<file path="src/design/bce_ram.sv">
// Generic single-port-write, single-port-read memory with registered read data.
`timescale 1ns / 1ps

module bce_ram #(
    parameter int WIDTH = 32,
    parameter int DEPTH = 8
) (
    input  logic                     aclk,
    input  logic                     we,
    input  logic [$clog2(DEPTH)-1:0] waddr,
    input  logic [WIDTH-1:0]         wdata,
    input  logic [$clog2(DEPTH)-1:0] raddr,
    output logic [WIDTH-1:0]         rdata
);

    logic [WIDTH-1:0] mem_reg [DEPTH];
    logic [WIDTH-1:0] rdata_reg;

    // Write port and registered read port
    always_ff @(posedge aclk) begin
        if (we) begin
            mem_reg[waddr] <= wdata;
        end
        rdata_reg <= mem_reg[raddr];
    end

    assign rdata = rdata_reg;

endmodule

</file>
<file path="config.mk">
export PLATFORM = sky130hd
export DESIGN_NAME = bce_ram
export DESIGN_NICKNAME = d
export VERILOG_FILES = /design/src/design/bce_ram.sv
export SDC_FILE = /design/constraint.sdc
export NUM_CORES = 1
export LEC_CHECK = 0
export BUFFER_PORTS_ARGS = -buffer_cell sky130_fd_sc_hd__buf_2
export CAP_MARGIN = 20
export CORE_MARGIN = 10
export CORE_UTILIZATION = 35
export DETAILED_ROUTE_END_ITERATION = 7
export SLEW_MARGIN = 20
export SYNTH_ARGS = -nofsm -noshare
export SYNTH_HDL_FRONTEND = slang
export SYNTH_SLANG_ARGS = --single-unit
</file>
<file path="constraint.sdc">
create_clock -name aclk -period 2.9 [get_ports aclk]
set_input_delay 0.29 -clock aclk [delete_from_list [all_inputs] [get_ports aclk]]
set_output_delay 0.29 -clock aclk [all_outputs]
set_load 0.05 [all_outputs]
</file>
==> impl_metrics.csv, run 1 <==
group,metric,value,unit
run_status,status,"completed",
critical_path,cpMaxStageDelayCell,"dfxtp_1",
critical_path,critPathBufInv,1,
route,wl,20500,µm
floorplanning,pin_count,72,
synth,syn_avg_cell_area,25.2,µm²
route,antenna_left,0,
flow_run,cap_violations,0,
cts,cts_buffer_depth,3,
power_and_ir_drop,power_density,731,nW/µm²
cts,clkSinkCount,288,
synth,synth_cells,415,
global_routing,grt_pass1_vias,4988,
cts,cts_resized,0,
cts,cts_inserted_buffers,30,
cells_and_area,drive_gt1_share,35.6,%
sta,fmaxAchievable,655,MHz
synth,yosysMostFrequentCell,"edfxtp_1",
sta,finalClockSkew,0.00894,ns
critical_path,crit_type,"reg -> out",
cells_and_area,utilization,42.0,%
sta,rsz0062_at_grt,"false",
floorplanning,num_rows,63,
route,wire_per_inst,22.0,µm
cells_and_area,fillers,2542,
route,vias_per_cell,4.88,
synth,synth_seq_area_share,79.6,%
global_routing,antenna_found_initial,1,
synth,yosysTopAreaCell,"edfxtp_1",
place,gp_congestion,0.681,
critical_path,cp-start-kind,"flop",
cts,cts_setup_buffers,0,
sta,max_slew_margin,32.5,%
global_routing,grt-ovfl-total,0,
sta,fin_tns_setup,0,ns
place,dp_hpwl,11400,µm
floorplanning,die_area,37200,µm²
sta,fin_crit,1.53,ns
global_routing,groute.layer.met3.usage,2.44,%
critical_path,crit_fanout,1,
critical_path,crit_arrival,1.24,ns
sta,setup-violations-final,0,
critical_path,crit_family,"flip-flops",
critical_path,end_kind,"primary output",
synth,synth_top_area_share,73.4,%
place,portBuffers,71,
sta,drv_slew,0,
synth,synth_seq_cells,288,
synth,synthTopCellsByCount,"256 x edfxtp_1, 40 x mux4_1, 32 x dfxtp_1, 32 x mux2_2, 24 x mux4_2",
global_routing,grt_pass1_wl,31100,µm
cells_and_area,syn2layout_area_growth,18.5,%
synth,synth_cell_types,13,
floorplanning,coreArea,29600,µm²
min_path,hold_path_class,"in -> reg",
cts,htreeDepth,1,
critical_path,max_stage_delay,0.40,ns
sta,worstMarginPinSlew,1.01,ns
route,route.detailed.drc,0,
floorplanning,fp.dieW,193,µm
global_routing,grt_use_met1,15.2,%
sta,hold_viol,0,
route,vias,4543,
cts,root_buffer,"clkbuf_16",
cells_and_area,largest_reg_flops,256,
cts,cts.clk_slew.worst_paths,0.06,ns
global_routing,grt_usage,11.0,%
synth,yosysWarningCount,0,
global_routing,busiest_layer,"met2",
cells_and_area,nNetsFinal,556,
route,first_pass_iters,4,
sta,finalCritPeriodShare,52.7,%
synth,synthArstFlopShare,0,%
synth,synth_edf_count,256,
route,drtIter0Drc,338,
critical_path,critPathRequiredTime,2.61,ns
cts,clock_latency,0.54,ns
global_routing,grt_use_met2,17.6,%
critical_path,crit_chain,"buf_2",
floorplanning,initial_core_util,35.4,%
synth,ys.flop_type,"edfxtp_1",
cts,cts_tree,"yes",
floorplanning,die_h,193,µm
synth,synthTopCellsByArea,"edfxtp_1 73%, mux4_1 10%, dfxtp_1 6.1%, mux4_2 5.2%, mux2_2 3.4%",
power_and_ir_drop,cellLeakagePower,0.00418,µW
global_routing,grt_max_degree,65,
power_and_ir_drop,vdd_drop_max,0.000427,V
synth,synth_nets,455,
synth,syn_area,10500,µm²
[where the power goes]
group | internal [µW] | switching (µW)
clock network | 2240 | 1500
logic | 216 | 393
registers | 4690 | 43.0
[cell type report]
cell class	instances	area [µm²]	area share, %
Sequential cell	288	8330	67.1
Multi-Input combinational cell	109	2080	16.8
Clock buffer	43	861	6.94
Timing Repair Buffer	87	526	4.24
Tap cell	390	488	3.93
Clock inverter	13	123	0.988
Antenna cell	1	2.50	0.0202
[cells in the final DEF (no fill, tap or decap), drive strengths merged]
cell	netlist	routed
edfxtp	256	256
buf	17	83
mux4	64	64
clkbuf	1	43
mux2	32	32
dfxtp	32	32
clkinv	0	8
nor2	6	6
dlygate4sd3	0	4
nand2b	3	3
nand2	2	2
nor3	2	2
clkinvlp	0	2
bufinv	0	2
diode	0	1
inv	0	1
[worst register-to-register path: stages (launching register included)]
cell and delay (ns):
edfxtp_1 0.37, mux4_1 0.51, mux2_2 0.28
[stage by stage]
step	hold WS, ns	total power (µW)	setup slack [ns]	std cells	area, µm²
final	0.0171	9070	1.37	931	12400
after global routing	0.0105	9410	1.34	930	12400
after CTS	0.00163	9180	1.34	930	12400
after detailed placement	0.562	5440	0.850	870	11400
after global placement	0.544	5420	0.881	870	11400
after floorplan	0.389	5210	0.620	415	10500
[what timing repair did]
| item | in CTS | in global routing |
|---|---|---|
| hold endpoints to repair | 32 | 0 |
| hold buffers | 4 | 0 |
| setup endpoints to repair | 0 | 0 |
[per-layer routing]
metal / vias up / routed length (µm)
met5: - / 0
met4: 0 / 307
met3: 27 / 1120
met2: 97 / 9850
met1: 2428 / 9230
li1: 1991 / -
[cells by family (layout without fill, tap and decap cells)]
family,Yosys count,count (layout),share of synthesized area [%]
buffers and inverters,18,143,1.22
and+or+nand+nor,13,13,0.562
other,0,1,0
muxes,96,96,18.6
DFF,288,288,79.6
[final timing paths]
kind / slack (ns) / endpoint / start / depth (start not counted)
worst max register to register: 1.62 / rdata[8]$_DFF_P_ / mem_reg[5][8]$_DFFE_PP_ / 2
worst max-delay path: 1.37 / rdata[6] / rdata[6]$_DFF_P_ / 1
worst min register to register: 0.67 / rdata[14]$_DFF_P_ / mem_reg[5][14]$_DFFE_PP_ / 2
worst min-delay path: 0.02 / mem_reg[5][31]$_DFFE_PP_ / wdata[31] / 1
(Power assumes the default switching activity.)
==> run 2: changes to the inputs <==
==> constraint.sdc (replaced) <==
create_clock -name aclk -period 1.24 [get_ports aclk]
set_input_delay 0.124 -clock aclk [delete_from_list [all_inputs] [get_ports aclk]]
set_output_delay 0.124 -clock aclk [all_outputs]
set_load 0.05 [all_outputs]
==> impl_metrics.csv, run 2 (synthesis results as in run 1) <==
group,metric,value,unit
power_and_ir_drop,vdd_drop_max,0.00136,V
cells_and_area,nNetsFinal,602,
critical_path,worstSetupEndpoint,"rdata[16]$_DFF_P_",
cells_and_area,syn2layout_area_growth,25.2,%
cts,clock_latency,0.53,ns
global_routing,grt_max_degree,28,
place,portBuffers,71,
route,wl,20600,µm
global_routing,antenna_found_initial,0,
global_routing,groute.layer.met3.usage,2.46,%
critical_path,crit_fanout,1,
floorplanning,fp.dieW,193,µm
global_routing,grt_use_met1,14.1,%
place,dp_hpwl,12300,µm
power_and_ir_drop,cellLeakagePower,0.00442,µW
global_routing,grt-ovfl-total,0,
sta,rsz0062_at_grt,"true",
sta,max_slew_margin,81.8,%
floorplanning,die_area,37200,µm²
power_and_ir_drop,power_density,1630,nW/µm²
route,wire_per_inst,21.1,µm
run_status,violations,"negative setup slack",
critical_path,crit_type,"reg -> reg",
global_routing,busiest_layer,"met2",
cts,cts_tree,"yes",
floorplanning,initial_core_util,35.4,%
global_routing,grt_pass1_wl,31500,µm
route,vias,4633,
cts,htreeDepth,1,
place,dp_cells,888,
sta,finalCritPeriodShare,103,%
floorplanning,die_h,193,µm
global_routing,grt_usage,11.2,%
route,drtIter0Drc,272,
sta,layout_setup_ws,-0.0357,ns
critical_path,reg2reg_slack,-0.04,ns
sta,fmaxAchievable,784,MHz
sta,hold_viol,0,
critical_path,critPathRequiredTime,1.65,ns
floorplanning,pin_count,72,
min_path,hold_path_class,"in -> reg",
cts,cts_inserted_buffers,29,
critical_path,timing.rr.start,"mem_reg[7][16]$_DFFE_PP_",
critical_path,end_kind,"flop",
cells_and_area,layout_commonest_cell,"edfxtp_1",
cells_and_area,largest_reg_flops,256,
critical_path,startpoint,"mem_reg[7][16]$_DFFE_PP_",
global_routing,grt_use_met2,19.2,%
critical_path,crit_arrival,1.69,ns
cts,cts.clk_slew.worst_paths,0.06,ns
cells_and_area,num_antenna_cells,0,
route,route.detailed.drc,0,
place,gp_congestion,0.664,
route,antenna_left,0,
cells_and_area,layout_common_cells,"256 x edfxtp_1, 64 x mux4_2, 37 x buf_2",
sta,drv_slew,0,
sta,setup-violations-final,4,
floorplanning,num_rows,63,
global_routing,grt_pass1_vias,5175,
cts,clkSinkCount,288,
critical_path,crit_chain,"mux4_2 -> mux2_4",
cts,root_buffer,"clkbuf_16",
route,first_pass_iters,4,
sta,worstMarginPinSlew,0.271,ns
route,vias_per_cell,4.76,
sta,fin_crit,1.28,ns
cells_and_area,fin_cells,974,
run_status,status,"complete, but fails checks",
sta,finalClockSkew,0.00741,ns
critical_path,cp-start-kind,"flop",
critical_path,timing.rr.end,"rdata[16]$_DFF_P_",
critical_path,max_stage_delay,0.51,ns
cells_and_area,drive_gt1_share,45.0,%
critical_path,cpMaxStageDelayCell,"mux4_2",
floorplanning,coreArea,29600,µm²
cells_and_area,utilization,44.3,%
flow_run,cap_violations,0,
critical_path,r2r_cells,2,
cts,cts_buffer_depth,3,
-- run 2: metrics by stage --
stage | setup TNS, ns | total power [µW] | hold WS, ns | worst slack (ns) | cell area, µm²
floorplan | -16.51 | 12300 | 0.223 | -0.311 | 10500
global placement | -6.87 | 12800 | 0.378 | -0.256 | 11700
detailed placement | -7.65 | 12800 | 0.398 | -0.302 | 11700
CTS | -0.0950 | 21500 | 0.168 | -0.0299 | 13000
global route | -0.369 | 22100 | 0.179 | -0.0430 | 13100
finish | -0.0604 | 21300 | 0.178 | -0.0357 | 13100
-- run 2: worst min-delay path by stage --
stage,slack [ns],to,startpoint,cells past startpoint
floorplan,0.22,mem_reg[0][0]$_DFFE_PP_,wdata[0],0
global placement,0.38,mem_reg[1][30]$_DFFE_PP_,wdata[30],1
detailed placement,0.40,mem_reg[4][8]$_DFFE_PP_,wdata[8],1
CTS,0.17,rdata[3]$_DFF_P_,raddr[0],3
global route,0.18,rdata[3]$_DFF_P_,raddr[0],3
finish,0.18,rdata[3]$_DFF_P_,raddr[0],3
-- run 2: cell type report --
class,count,area [µm²]
Fill cell,2499,16500
Tap cell,390,488
Sequential cell,288,8340
Clock inverter,19,180
Multi-Input combinational cell,109,2020
Clock buffer,34,764
Timing Repair Buffer,134,1310
-- run 2: repair_timing --
action | in CTS | in global routing
setup endpoints to repair | 35 | 34
hold buffers | 33 | 0
pin swaps | 0 | 0
buffers inserted | 0 | 0
gates resized for setup | 43 | 27
endpoints found under the hold margin | 257 | 0
-- run 2: layer usage --
layer,wire length (µm),up-vias
met5,0,-
met4,381,0
met3,986,33
met2,10600,98
met1,8640,2452
li1,-,2050
-- run 2: report_power, final --
| part | switching [µW] | internal, µW | leakage, µW | total (µW) |
|---|---|---|---|---|
| Combinational | 969 | 785 | 0.00135 | 1750 |
| Sequential | 118 | 11000 | 0.00260 | 11100 |
| Clock | 3450 | 5030 | 0.000473 | 8480 |
-- run 2: critical path, delay by kind of cell, from the launching register on --
family | cells | cell delay (ns)
flops | 1 | 0.39
mux | 2 | 0.78
==> run 3: changes to the inputs <==
--- a/config.mk
+++ b/config.mk
@@ -5,12 +5,13 @@
 export SDC_FILE = /design/constraint.sdc
 export NUM_CORES = 1
 export LEC_CHECK = 0
-export BUFFER_PORTS_ARGS = -buffer_cell sky130_fd_sc_hd__buf_2
 export CAP_MARGIN = 20
 export CORE_MARGIN = 10
 export CORE_UTILIZATION = 35
 export DETAILED_ROUTE_END_ITERATION = 7
+export DONT_BUFFER_PORTS = 1
 export SLEW_MARGIN = 20
 export SYNTH_ARGS = -nofsm -noshare
 export SYNTH_HDL_FRONTEND = slang
 export SYNTH_SLANG_ARGS = --single-unit
+export TNS_END_PERCENT = 1
==> impl_metrics.csv, run 3 (synthesis results as in run 1) <==
group,metric,value,unit
cells_and_area,layout_common_cells,"256 x edfxtp_1, 62 x mux4_2, 34 x dlygate4sd3_1",
sta,layout_setup_ws,-0.00949,ns
place,dp_hpwl,11400,µm
min_path,hold_start,"raddr[1]",
critical_path,reg2reg_slack,-0.009,ns
cells_and_area,layout_commonest_cell,"edfxtp_1",
critical_path,critPathRequiredTime,1.66,ns
cts,root_buffer,"clkbuf_16",
sta,worstMarginPinSlew,0.297,ns
min_path,min_path_cells,1,
sta,finalCritPeriodShare,101,%
flow_run,cap_violations,0,
global_routing,grt_usage,11.2,%
min_path,hold_end,"rdata[8]$_DFF_P_",
power_and_ir_drop,cellLeakagePower,0.00405,µW
cells_and_area,seq_area,8360,µm²
cts,cts_inserted_buffers,29,
route,route.detailed.drc,0,
global_routing,grt-ovfl-total,0,
route,vias_per_cell,4.83,
sta,finalClockSkew,0.00624,ns
critical_path,crit_type,"reg -> reg",
cts,cts_buffer_depth,3,
global_routing,busiest_layer,"met2",
cts,htreeDepth,1,
cells_and_area,fin_cells,899,
cells_and_area,largest_reg_flops,256,
critical_path,startpoint,"mem_reg[5][13]$_DFFE_PP_",
cells_and_area,drive_gt1_share,40.0,%
critical_path,crit_arrival,1.67,ns
critical_path,timing.rr.end,"rdata[13]$_DFF_P_",
cells_and_area,utilization,42.5,%
sta,fmaxAchievable,800,MHz
global_routing,groute.layer.met3.usage,3.49,%
cts,cts_tree,"yes",
floorplanning,pin_count,72,
run_status,violations,"negative hold slack, negative setup slack",
run_status,status,"complete, but fails checks",
global_routing,grt_max_degree,65,
route,wire_per_inst,23.3,µm
sta,fin_crit,1.25,ns
sta,hold_viol,32,
sta,setup-violations-final,4,
place,portBuffers,0,
cells_and_area,syn2layout_area_growth,20.1,%
cts,clkSinkCount,288,
sta,rsz0062_at_grt,"true",
critical_path,r2r_cells,2,
route,first_pass_iters,4,
route,vias,4345,
cells_and_area,multiInputGateArea,2000,µm²
cts,clock_latency,0.54,ns
min_path,hold_path_class,"in -> reg",
route,drtIter0Drc,215,
cells_and_area,fillers,2512,
floorplanning,num_rows,63,
sta,max_slew_margin,80.2,%
global_routing,grt_pass1_vias,4857,
floorplanning,fp.dieW,193,µm
critical_path,timing.rr.start,"mem_reg[5][13]$_DFFE_PP_",
floorplanning,initial_core_util,35.4,%
sta,hold_ws,-0.250,ns
floorplanning,die_area,37200,µm²
global_routing,grt_pass1_wl,30900,µm
place,gp_congestion,0.701,
global_routing,antenna_found_initial,1,
global_routing,grt_use_met2,18.8,%
global_routing,grt_use_met1,13.9,%
route,antenna_left,0,
floorplanning,die_h,193,µm
cts,cts_setup_buffers,0,
critical_path,crit_fanout,1,
route,wl,20900,µm
power_and_ir_drop,power_density,1730,nW/µm²
cts,holdBufCountCts,34,
cells_and_area,nNetsFinal,525,
sta,drv_slew,0,
power_and_ir_drop,vdd_drop_max,0.00135,V
cts,cts.clk_slew.worst_paths,0.06,ns
floorplanning,coreArea,29600,µm²
critical_path,cp-start-kind,"flop",
critical_path,end_kind,"flop",
place,dp_cells,810,
[run 3: changes by cell type in the layout (fill, tap and decap cells not counted), sizes merged]
cell         delta
buf            -72
clkinv          -5
bufinv          +3
clkbuf          -2
clkinvlp        -1
diode           +1
dlygate4sd3     +1
[run 3: per-stage QoR]
stage	setup slack [ns]	setup TNS [ns]	area [µm²]	power, µW
2_1_floorplan	-0.331	-51.56	10500	12200
3_3_place_gp	-0.0132	-0.0132	11200	12300
3_5_place_dp	-0.0361	-0.175	11200	12400
4_1_cts	-0.0332	-0.284	12600	22000
5_1_grt	-0.0440	-0.428	12600	22500
6_report	-0.00949	-0.0303	12600	21700
[run 3: per-layer routing]
metal  wire, µm  up-vias
li1           -     1892
met1       8930     2341
met2      10400       88
met3       1220       24
met4        355        0
met5          0        -
[run 3: layout make-up]
class                   instances  share of cell area [%]
multi-input cells             109                    15.9
clock inverters                16                    1.85
flip-flops and latches        288                    66.5
repair buffers                 57                    5.33
diodes                          1                  0.0199
well taps                     390                    3.88
clock buffers                  38                    6.52
[run 3: critical path: stages, from the launching register on]
cell,delay [ns]
edfxtp_1,0.38
mux4_2,0.48
mux2_4,0.28
[run 3: where the power goes]
| group | leakage (µW) | switching, µW | internal [µW] |
|---|---|---|---|
| registers | 0.00260 | 468 | 11000 |
| logic | 0.000937 | 407 | 536 |
| clock network | 0.000518 | 3450 | 5880 |
[run 3: worst max path at each step]
stage	endpoint	depth (start not counted)
finish	rdata[13]$_DFF_P_	2
global route	rdata[10]$_DFF_P_	2
CTS	rdata[6]$_DFF_P_	2
detailed placement	rdata[17]$_DFF_P_	2
global placement	rdata[4]$_DFF_P_	2
floorplan	mem_reg[5][0]$_DFFE_PP_	2
[run 3: timing repair]
action / 4_1_cts / 5_1_grt
pin swaps: 0 / 0
cloned: 0 / 0
gates resized for setup: 42 / 41
setup endpoints to repair: 52 / 33
endpoints found under the hold margin: 340 / 32
